--- src/rtl/integer_to_ascii_formatter_defines.svh ---
// Assertion macros used by the formatter datapath (itaf_dp).
// The assertions use the clk_i and rst_ni ports of the module that uses them.
`ifndef INTEGER_TO_ASCII_FORMATTER_DEFINES_SVH
`define INTEGER_TO_ASCII_FORMATTER_DEFINES_SVH

`ifndef SYNTHESIS
`define ITAF_ASSERT_IMP(lbl, ante, cons) \
  lbl: assert property (@(posedge clk_i) disable iff (!rst_ni) (ante) |-> (cons)) \
    else $error("itaf: implication check failed");
`define ITAF_ASSERT_NXT(lbl, ante, cons) \
  lbl: assert property (@(posedge clk_i) disable iff (!rst_ni) (ante) |=> (cons)) \
    else $error("itaf: next-cycle check failed");
`else
`define ITAF_ASSERT_IMP(lbl, ante, cons)
`define ITAF_ASSERT_NXT(lbl, ante, cons)
`endif

`endif

--- src/rtl/itaf_pkg.sv ---
`default_nettype none
package itaf_pkg;

  localparam int unsigned VALUE_BITS_DEF = 32;
  localparam int unsigned IN_VALUE_BITS  = 32;
  localparam int unsigned OP_BITS        = 2;
  localparam int unsigned CHAR_BITS      = 8;

  localparam logic [CHAR_BITS-1:0] CHR_ZERO    = 8'h30;
  localparam logic [CHAR_BITS-1:0] CHR_PERCENT = 8'h25;
  localparam logic [CHAR_BITS-1:0] CHR_MINUS   = 8'h2d;

  typedef enum logic [OP_BITS-1:0] {
    OP_CHAR    = 2'd0,
    OP_PERCENT = 2'd1,
    OP_SDEC    = 2'd2,
    OP_UBIN    = 2'd3
  } itaf_op_e;

  typedef enum logic [2:0] {
    ST_IDLE,
    ST_SINGLE,
    ST_SIGN,
    ST_CONV,
    ST_DEC,
    ST_BIN
  } itaf_state_e;

  typedef struct packed {
    logic load;
    logic emit_single;
    logic emit_minus;
    logic conv;
    logic dec_step;
    logic bin_step;
  } itaf_cmd_t;

  typedef struct packed {
    logic out_free;
    logic in_neg;
    logic cnt_one;
    logic dec_skip;
    logic bin_skip;
  } itaf_sts_t;

endpackage
`default_nettype wire

--- src/rtl/itaf_if.sv ---
`default_nettype none
interface itaf_req_if import itaf_pkg::*; ();
  logic                     valid;
  logic                     ready;
  logic [OP_BITS-1:0]       operation;
  logic [IN_VALUE_BITS-1:0] value;

  modport source (output valid, output operation, output value, input ready);
  modport sink (input valid, input operation, input value, output ready);
endinterface

interface itaf_chr_if import itaf_pkg::*; ();
  logic                 valid;
  logic                 ready;
  logic [CHAR_BITS-1:0] character;
  logic                 last;

  modport source (output valid, output character, output last, input ready);
  modport sink (input valid, input character, input last, output ready);
endinterface
`default_nettype wire

--- src/rtl/itaf_ctrl.sv ---
`default_nettype none
module itaf_ctrl import itaf_pkg::*; (
  input  wire logic      clk_i,
  input  wire logic      rst_ni,
  input  wire logic      req_valid_i,
  input  wire itaf_op_e  req_op_i,
  output logic           req_ready_o,
  input  wire itaf_sts_t sts_i,
  output itaf_cmd_t      cmd_o
);

  itaf_state_e state_q, state_d;
  logic        dec_go, bin_go;

  assign dec_go = sts_i.dec_skip || sts_i.out_free;
  assign bin_go = sts_i.bin_skip || sts_i.out_free;

  always_ff @(posedge clk_i or negedge rst_ni) begin
    if (!rst_ni) begin
      state_q <= ST_IDLE;
    end else begin
      state_q <= state_d;
    end
  end

  always_comb begin
    state_d = state_q;
    unique case (state_q)
      ST_IDLE: begin
        if (req_valid_i) begin
          unique case (req_op_i) inside
            OP_CHAR, OP_PERCENT: state_d = ST_SINGLE;
            OP_SDEC:             state_d = sts_i.in_neg ? ST_SIGN : ST_CONV;
            OP_UBIN:             state_d = ST_BIN;
            default:             state_d = ST_SINGLE;
          endcase
        end
      end
      ST_SINGLE: begin
        if (sts_i.out_free) state_d = ST_IDLE;
      end
      ST_SIGN: begin
        if (sts_i.out_free) state_d = ST_CONV;
      end
      ST_CONV: begin
        if (sts_i.cnt_one) state_d = ST_DEC;
      end
      ST_DEC: begin
        if (dec_go && sts_i.cnt_one) state_d = ST_IDLE;
      end
      ST_BIN: begin
        if (bin_go && sts_i.cnt_one) state_d = ST_IDLE;
      end
      default: state_d = ST_IDLE;
    endcase
  end

  always_comb begin
    cmd_o       = '0;
    req_ready_o = 1'b0;
    unique case (state_q)
      ST_IDLE: begin
        req_ready_o = 1'b1;
        cmd_o.load  = req_valid_i;
      end
      ST_SINGLE: cmd_o.emit_single = sts_i.out_free;
      ST_SIGN:   cmd_o.emit_minus  = sts_i.out_free;
      ST_CONV:   cmd_o.conv        = 1'b1;
      ST_DEC:    cmd_o.dec_step    = dec_go;
      ST_BIN:    cmd_o.bin_step    = bin_go;
      default:   cmd_o             = '0;
    endcase
  end

endmodule
`default_nettype wire

--- src/rtl/itaf_dp.sv ---
`default_nettype none
`include "integer_to_ascii_formatter_defines.svh"
module itaf_dp import itaf_pkg::*; #(
  parameter int unsigned VALUE_BITS = VALUE_BITS_DEF
) (
  input  wire logic                     clk_i,
  input  wire logic                     rst_ni,
  input  wire itaf_op_e                 op_i,
  input  wire logic [IN_VALUE_BITS-1:0] value_i,
  input  wire itaf_cmd_t                cmd_i,
  output itaf_sts_t                     sts_o,
  output logic                          out_valid_o,
  output logic [CHAR_BITS-1:0]          out_character_o,
  output logic                          out_last_o,
  input  wire logic                     out_ready_i
);

  localparam int unsigned W  = VALUE_BITS;
  localparam int unsigned ND = (VALUE_BITS * 30103) / 100000 + 1;
  localparam int unsigned BW = 4 * ND;
  localparam int unsigned CW = $clog2(VALUE_BITS + 1);

  logic [W-1:0]         bin_q, bin_d;
  logic [BW-1:0]        bcd_q, bcd_d, bcd_adj;
  logic [CW-1:0]        cnt_q, cnt_d;
  logic                 started_q, started_d;
  logic                 ovalid_q, ovalid_d;
  logic [CHAR_BITS-1:0] chr_q, chr_d;
  logic                 last_q, last_d;
  logic                 wr;
  logic [W-1:0]         in_val, in_mag, load_val;
  logic [3:0]           top_dig;
  logic                 cnt_one, out_free;

  assign in_val   = W'(value_i);
  assign in_mag   = in_val[W-1] ? W'(~in_val + W'(1)) : in_val;
  assign top_dig  = bcd_q[BW-1 -: 4];
  assign cnt_one  = (cnt_q == CW'(1));
  assign out_free = !ovalid_q || out_ready_i;

  always_comb begin
    unique case (op_i)
      OP_CHAR:    load_val = in_val;
      OP_PERCENT: load_val = W'(CHR_PERCENT);
      OP_SDEC:    load_val = in_mag;
      OP_UBIN:    load_val = in_val;
      default:    load_val = in_val;
    endcase
  end

  always_comb begin
    for (int i = 0; i < ND; i++) begin
      bcd_adj[4*i +: 4] = (bcd_q[4*i +: 4] >= 4'd5) ? bcd_q[4*i +: 4] + 4'd3
                                                     : bcd_q[4*i +: 4];
    end
  end

  always_comb begin
    sts_o          = '0;
    sts_o.out_free = out_free;
    sts_o.in_neg   = in_val[W-1];
    sts_o.cnt_one  = cnt_one;
    sts_o.dec_skip = !started_q && (top_dig == 4'd0) && !cnt_one;
    sts_o.bin_skip = !started_q && !bin_q[W-1] && !cnt_one;
  end

  always_comb begin
    bin_d     = bin_q;
    bcd_d     = bcd_q;
    cnt_d     = cnt_q;
    started_d = started_q;
    chr_d     = chr_q;
    last_d    = last_q;
    wr        = 1'b0;
    if (cmd_i.load) begin
      bin_d     = load_val;
      bcd_d     = '0;
      cnt_d     = CW'(W);
      started_d = 1'b0;
    end
    if (cmd_i.emit_single) begin
      wr     = 1'b1;
      chr_d  = bin_q[CHAR_BITS-1:0];
      last_d = 1'b1;
    end
    if (cmd_i.emit_minus) begin
      wr     = 1'b1;
      chr_d  = CHR_MINUS;
      last_d = 1'b0;
    end
    if (cmd_i.conv) begin
      bcd_d = {bcd_adj[BW-2:0], bin_q[W-1]};
      bin_d = {bin_q[W-2:0], 1'b0};
      cnt_d = cnt_one ? CW'(ND) : cnt_q - CW'(1);
    end
    if (cmd_i.dec_step) begin
      bcd_d = {bcd_q[BW-5:0], 4'd0};
      cnt_d = cnt_q - CW'(1);
      if (!sts_o.dec_skip) begin
        wr        = 1'b1;
        chr_d     = CHR_ZERO + {4'd0, top_dig};
        last_d    = cnt_one;
        started_d = 1'b1;
      end
    end
    if (cmd_i.bin_step) begin
      bin_d = {bin_q[W-2:0], 1'b0};
      cnt_d = cnt_q - CW'(1);
      if (!sts_o.bin_skip) begin
        wr        = 1'b1;
        chr_d     = CHR_ZERO + {7'd0, bin_q[W-1]};
        last_d    = cnt_one;
        started_d = 1'b1;
      end
    end
    ovalid_d = wr || (ovalid_q && !out_ready_i);
  end

  always_ff @(posedge clk_i or negedge rst_ni) begin
    if (!rst_ni) begin
      cnt_q     <= '0;
      started_q <= 1'b0;
      ovalid_q  <= 1'b0;
    end else begin
      cnt_q     <= cnt_d;
      started_q <= started_d;
      ovalid_q  <= ovalid_d;
    end
  end

  always_ff @(posedge clk_i) begin
    bin_q  <= bin_d;
    bcd_q  <= bcd_d;
    chr_q  <= chr_d;
    last_q <= last_d;
  end

  assign out_valid_o     = ovalid_q;
  assign out_character_o = chr_q;
  assign out_last_o      = last_q;

  // A converted decimal word holds only valid BCD digits.
  `ITAF_ASSERT_IMP(a_dec_digit_bcd, cmd_i.dec_step, top_dig <= 4'd9)
  // All operand bits have been shifted into the BCD word when conversion ends.
  `ITAF_ASSERT_NXT(a_conv_drained, cmd_i.conv && cnt_one, bin_q == '0)
  // The final position of a run is always printed, never skipped.
  `ITAF_ASSERT_IMP(a_final_emits, (cmd_i.dec_step || cmd_i.bin_step) && cnt_one, out_free)
  // A step that prints only happens when the output register can take it.
  `ITAF_ASSERT_NXT(a_write_lands, wr, ovalid_q && (chr_q == $past(chr_d)))

endmodule
`default_nettype wire

--- src/rtl/integer_to_ascii_formatter.sv ---
// Order: a character or percent sign is loaded, then written to the output register from ST_SINGLE.
// A decimal request writes a minus sign first when negative (ST_SIGN), converts to BCD in ST_CONV,
// then emits digits in ST_DEC, skipping leading zero positions; binary emits bits in ST_BIN, also skipping them.
// A new request is accepted only in ST_IDLE, after the previous one has emitted its last character;
// a receiver stall holds the FSM in ST_SINGLE, ST_SIGN, ST_DEC and ST_BIN, but not in ST_CONV.
// Reset: rst_ni is asynchronous and active low; it empties the output register and idles the FSM.
`default_nettype none
module integer_to_ascii_formatter import itaf_pkg::*; #(
  parameter int unsigned VALUE_BITS = VALUE_BITS_DEF
) (
  input  wire logic   clk_i,
  input  wire logic   rst_ni,
  itaf_req_if.sink    req_i,
  itaf_chr_if.source  chr_o
);

  itaf_cmd_t cmd;
  itaf_sts_t sts;
  itaf_op_e  op;

  assign op = itaf_op_e'(req_i.operation);

  itaf_ctrl u_ctrl (
    .clk_i       (clk_i),
    .rst_ni      (rst_ni),
    .req_valid_i (req_i.valid),
    .req_op_i    (op),
    .req_ready_o (req_i.ready),
    .sts_i       (sts),
    .cmd_o       (cmd)
  );

  itaf_dp #(
    .VALUE_BITS (VALUE_BITS)
  ) u_dp (
    .clk_i           (clk_i),
    .rst_ni          (rst_ni),
    .op_i            (op),
    .value_i         (req_i.value),
    .cmd_i           (cmd),
    .sts_o           (sts),
    .out_valid_o     (chr_o.valid),
    .out_character_o (chr_o.character),
    .out_last_o      (chr_o.last),
    .out_ready_i     (chr_o.ready)
  );

endmodule
`default_nettype wire

--- src/flat_wrapper.sv ---
// flat-port wrapper written by rule: the top's interface ports become plain ports
module integer_to_ascii_formatter_flat import itaf_pkg::*;
#(
  parameter int unsigned VALUE_BITS = VALUE_BITS_DEF
)
  (clk_i, rst_ni, req_i_valid, req_i_operation, req_i_value, req_i_ready, chr_o_valid, chr_o_character, chr_o_last, chr_o_ready);
  itaf_req_if req_i_i ();
  itaf_chr_if chr_o_i ();
  input  wire logic clk_i;
  input  wire logic rst_ni;
  input wire logic [$bits(req_i_i.valid)-1:0] req_i_valid;
  input wire logic [$bits(req_i_i.operation)-1:0] req_i_operation;
  input wire logic [$bits(req_i_i.value)-1:0] req_i_value;
  output wire logic [$bits(req_i_i.ready)-1:0] req_i_ready;
  output wire logic [$bits(chr_o_i.valid)-1:0] chr_o_valid;
  output wire logic [$bits(chr_o_i.character)-1:0] chr_o_character;
  output wire logic [$bits(chr_o_i.last)-1:0] chr_o_last;
  input wire logic [$bits(chr_o_i.ready)-1:0] chr_o_ready;
  assign req_i_i.valid = req_i_valid;
  assign req_i_i.operation = req_i_operation;
  assign req_i_i.value = req_i_value;
  assign req_i_ready = req_i_i.ready;
  assign chr_o_valid = chr_o_i.valid;
  assign chr_o_character = chr_o_i.character;
  assign chr_o_last = chr_o_i.last;
  assign chr_o_i.ready = chr_o_ready;
  integer_to_ascii_formatter #(.VALUE_BITS(VALUE_BITS)) u_core (.clk_i(clk_i), .rst_ni(rst_ni), .req_i(req_i_i), .chr_o(chr_o_i));
endmodule
--- config.mk ---
export PLATFORM = sky130hd
export DESIGN_NAME = integer_to_ascii_formatter_flat
export DESIGN_NICKNAME = d
export VERILOG_FILES = /design/src/rtl/itaf_pkg.sv /design/src/rtl/itaf_if.sv /design/src/rtl/itaf_ctrl.sv /design/src/rtl/itaf_dp.sv /design/src/rtl/integer_to_ascii_formatter.sv /design/src/flat_wrapper.sv
export VERILOG_INCLUDE_DIRS = /design/src /design/src/rtl
export SDC_FILE = /design/constraint.sdc
export NUM_CORES = 1
export LEC_CHECK = 0
export BUFFER_PORTS_ARGS = -buffer_cell sky130_fd_sc_hd__buf_2
export CAP_MARGIN = 0
export CORE_UTILIZATION = 30
export DETAILED_ROUTE_END_ITERATION = 10
export RECOVER_POWER = 25
export SYNTH_ARGS = -nofsm -noshare
export SYNTH_HDL_FRONTEND = slang
export SYNTH_SLANG_ARGS = --single-unit
--- constraint.sdc ---
create_clock -name clk_i -period 6 [get_ports clk_i]
set_clock_uncertainty 0.05 [all_clocks]
set_input_delay 0.3 -clock clk_i [delete_from_list [all_inputs] [get_ports clk_i]]
set_output_delay 0.3 -clock clk_i [all_outputs]
set_load 0.01 [all_outputs]
==> summary.txt <==
Route
  • Drt first pass iters: 4
  • Total Routed Length: approximately 15 mm
  • # DRC: 0
  • Remaining antenna violation count: 0
  • DR WL/cell: between 10 and 15 um
  • Initial drt markers: ~330
  • DR vias/cell: 5.217
  • Vias after detailed routing: 5285

Pwr
  • Clock Power Share: 18.7%
  • Power Density: 496.2 nW/um^2
  • P_int: 2.102 mW
  • Worst VDD drop: around 0.19 mV
  • Sw frac: 39.99%
  • Sequential Power Share: 40.9%
  • Leakage: 2.556 nW
  • NetSw: 1.401 mW
  • Comb pwr share: just over 40%

Worst setup path
  • Terminus of the critical flop-to-flop path: u_core.u_dp.bcd_q[10]$_DFFE_PP_
  • CP Cell Sequence: inv_1 > ha_1 > nor3b_1 > nand3_1 > o21ai_0 > clkbuf_1 > nor3_1 > inv_1 > buf_4
  • Slowest stage delay, CP: 1.33 ns
  • Most Frequent Cell on Critical Path: inv_1
  • Startpoint types: flop
  • Crit Path Class: flop to flop
  • Worst EP required: 5.94 ns
  • CP Capture Type: flop
  • Worst Setup SP: u_core.u_dp.bcd_q[36]$_DFFE_PP_
  • WP depth: 9
  • Flop2flop setup slack: around 1.8 ns
  • Worst R2R Path Depth: 9
  • CP max-delay cell: clkbuf_1
  • Worst r2r src: u_core.u_dp.bcd_q[36]$_DFFE_PP_
  • CP bufs+invs: 4
  • Worst setup path end: u_core.u_dp.bcd_q[10]$_DFFE_PP_
  • Top delay family on crit path: buffers and inverters
  • Arr. time, crit path: 4.10 ns
  • CP Max Fanout: 43

GRT
  • Vias in the first global route: 4872
  • Antenna violations before repair: 0
  • First-pass GRT wire length: 25.01 mm
  • Largest net degree at the start of global routing: 45
  • Tot GR Track Use: 14.44%
  • Gr ovfl total: 0

Clock network
  • CTS tree: built
  • Post-CTS setup buffer count: 0
  • Clock sinks: between 90 and 100
  • H-tree depth: 3
  • Root Driver: clkbuf_16
  • Clock-pin slew on the worst setup and hold paths: 0.07 ns
  • Latest clock arrival within the worst-skew pair: 0.35 ns
  • CTS buffer count: 9
  • Clk buf depth: 2
  • Post-CTS Hold Buffers: 1
  • Post_cts resized: 0

Synthesis
  • Synth Area in Simple Gates: 21.93%
  • Synth warn: 0
  • Yosys cell types: 69
  • EDFF count, synth: 67
  • Cells after Synth: 704
  • Post-Synth Adder-Cell Area: 5.814%
  • Main combinational cell family by area after synthesis: compound AO/OA/AOI/OAI gates
  • Compound-cell area share of the yosys netlist: around 22%
  • Post-Syn Nets: slightly below 800
  • Synth Area in XOR/XNOR: 2.105%
  • Async set or reset register ratio after synthesis: 11.96%
  • Leading area contributor after synthesis: edfxtp_1
  • Mux cell area share after synthesis: 1.985%
  • Sequential area share after synthesis: 41.14%
  • Top cell type's share of synthesized area: 32.24%
  • Cell Area, Synth: 6241 sq um
  • Avg Cell Area, Syn: 8.865 sq um
  • Register bit count reported by yosys: 92
  • Ys flop type: edfxtp_1
  • Synth area leaders: edfxtp_1, ha_1, o21ai_0, nand2_1, dfxtp_1

Finish
  • Leading cell type in the layout, fill and taps excluded: nand2_1
  • Final Cell Area: 7058 sq um
  • Nets: ~800
  • Antenna Cells: 0
  • Layout area overhead: 13.09%
  • Most frequent cells in the layout: nand2_1, o21ai_0, edfxtp_1
  • Multi-input logic area: around 3400 sq um
  • Share of cells above drive strength 1: about a tenth
  • Number of fillers in the final layout: 2153
  • Reg area: 2567 sq um
  • Fin cells: 1013

Place
  • IO buf count: 48
  • Worst slack after detailed placement: 2.993 ns
  • GP Congestion: 0.8612
  • Post-DP Area: 6759 sq um
  • HPWL Detailed: about 10 mm
  • Placed Instances: between 900 and 1000

Floorplan
  • Rows: 52
  • Initial core utilization: between 30% and 40%
  • Die ar.: between 20000 and 25000 sq um
  • Die height: around 150 um
  • Die width: ~150 um
  • Core Box Area: 20300 sq um
  • IO Pins: slightly below 50

STA
  • Period minus WS final: 4.154 ns
  • Max Clk Rate: 240.7 MHz
  • Fin. Hold Viols: 0
  • Worst slew pin tran: ~1.8 ns
  • Final WS setup: 1.846 ns
  • Rel. slew slack: -21.79%
  • Setup violations, final: 0
  • Period utilisation layout: 69.24%
  • Worst hold slack: 0.2506 ns
  • Max Slew Vio Count: 44
  • RSZ-0062 raised after global routing: false
  • Fin Setup TNS: 0 ns

Run
  • Max Cap Viol: 1

Outcome
  • Status: finished, violations left
  • Violated checks: capacitance limit, slew limit

Min path
  • Hold WC Path Type: primary input to flop
-- worst register-to-register path, cell delays in order (launching register included) --
cell and delay (ns):
edfxtp_1 0.41, inv_1 0.14, ha_1 0.17, nor3b_1 0.45, nand3_1 0.12, o21ai_0 0.18
clkbuf_1 1.33, nor3_1 0.37, inv_1 0.13, buf_4 0.44
-- metal layers --
metal	part of all wire, %	vias to the layer above	global-route usage, %
li1	-	2665	-
met1	50	2492	20.78
met2	44	118	21.40
met3	4.7	10	3.063
met4	1.2	0	4.635
met5	0	-	0
-- area by class of cell --
class / instances / area share [%]
flip-flops and latches: 92 / 36.38
inverters: 40 / 2.127
clock buffers: 10 / 3.244
repair buffers: 57 / 4.024
clock inverters: 6 / 1.454
well taps: 270 / 4.786
multi-input cells: 538 / 47.99
-- sequential cells by signal (all words and copies together) (netlist names) --
name	count
u_core.u_dp.started_q	1
u_core.u_dp.bcd_q	40
u_core.u_dp.cnt_q	6
u_core.u_ctrl.state_q	3
u_core.u_dp.bin_q	32
u_core.u_dp.out_valid_o	1
u_core.u_dp.out_last_o	1
u_core.u_dp.out_character_o	8
-- synth_stat cells, types with 4 or more instances --
| cell | n |
|---|---|
| nand2_1 | 88 |
| o21ai_0 | 68 |
| edfxtp_1 | 67 |
| a21oi_1 | 49 |
| nor2_1 | 43 |
| inv_1 | 40 |
| clkbuf_1 | 30 |
| ha_1 | 29 |
| nor3_1 | 22 |
| nor3b_1 | 18 |
| nand2b_1 | 17 |
| o31ai_1 | 16 |
| nor2b_1 | 15 |
| xnor2_1 | 15 |
| dfxtp_1 | 14 |
| a22oi_1 | 12 |
| dfrtp_1 | 11 |
| or3_1 | 11 |
| a22o_1 | 10 |
| mux2i_1 | 9 |
| nand3_1 | 8 |
| a221o_1 | 7 |
| a31oi_1 | 7 |
| and3_1 | 7 |
| o211ai_1 | 7 |
| nor4_1 | 5 |
| o221ai_1 | 5 |
| nand4_1 | 4 |
| nor4b_1 | 4 |
| o22ai_1 | 4 |
| o311ai_0 | 4 |
| o41ai_1 | 4 |
| or2_2 | 4 |
-- power by group through the flow --
| stage | sequential (mW) | clock, mW | combinational [mW] |
|---|---|---|---|
| 2_1_floorplan | 1.34 | 0 | 1.11 |
| 3_3_place_gp | 1.43 | 0 | 1.42 |
| 3_5_place_dp | 1.44 | 0 | 1.44 |
| 4_1_cts | 1.43 | 0.669 | 1.45 |
| 5_1_grt | 1.48 | 0.691 | 1.62 |
| 6_report | 1.43 | 0.655 | 1.42 |
-- metrics by stage --
stage                     power [mW]  util, %
after floorplan                2.449        -
after global placement         2.856    33.30
after detailed placement       2.882    33.30
after CTS                      3.547    34.98
after global routing           3.800    34.77
final                          3.502    34.77
-- cells by family (layout without fill, tap and decap cells) --
kind of cell | after synthesis | count (layout)
adder cells (fa/ha/maj) | 29 | 29
AO/OA/AOI/OAI | 217 | 217
flip-flops | 92 | 92
multiplexers | 12 | 12
XOR/XNOR | 15 | 15
AND/OR/NAND/NOR | 265 | 265
buffers and inverters | 74 | 113
-- worst min path at each step --
| stage | depth (start not counted) | startpoint | to | slack (ns) |
|---|---|---|---|---|
| floorplan | 0 | rst_ni | u_core.u_ctrl.state_q[0]$_DFFE_PN0P_ | -0.05 |
| global placement | 1 | rst_ni | u_core.u_dp.cnt_q[4]$_DFFE_PN0P_ | 0.15 |
| detailed placement | 1 | rst_ni | u_core.u_dp.cnt_q[4]$_DFFE_PN0P_ | 0.14 |
| CTS | 2 | req_i_value[17] | u_core.u_dp.bin_q[17]$_DFFE_PP_ | 0.24 |
| global route | 2 | req_i_value[28] | u_core.u_dp.bin_q[28]$_DFFE_PP_ | 0.26 |
| finish | 2 | req_i_value[17] | u_core.u_dp.bin_q[17]$_DFFE_PP_ | 0.25 |
No activity file was read; power rests on OpenSTA's default activity.
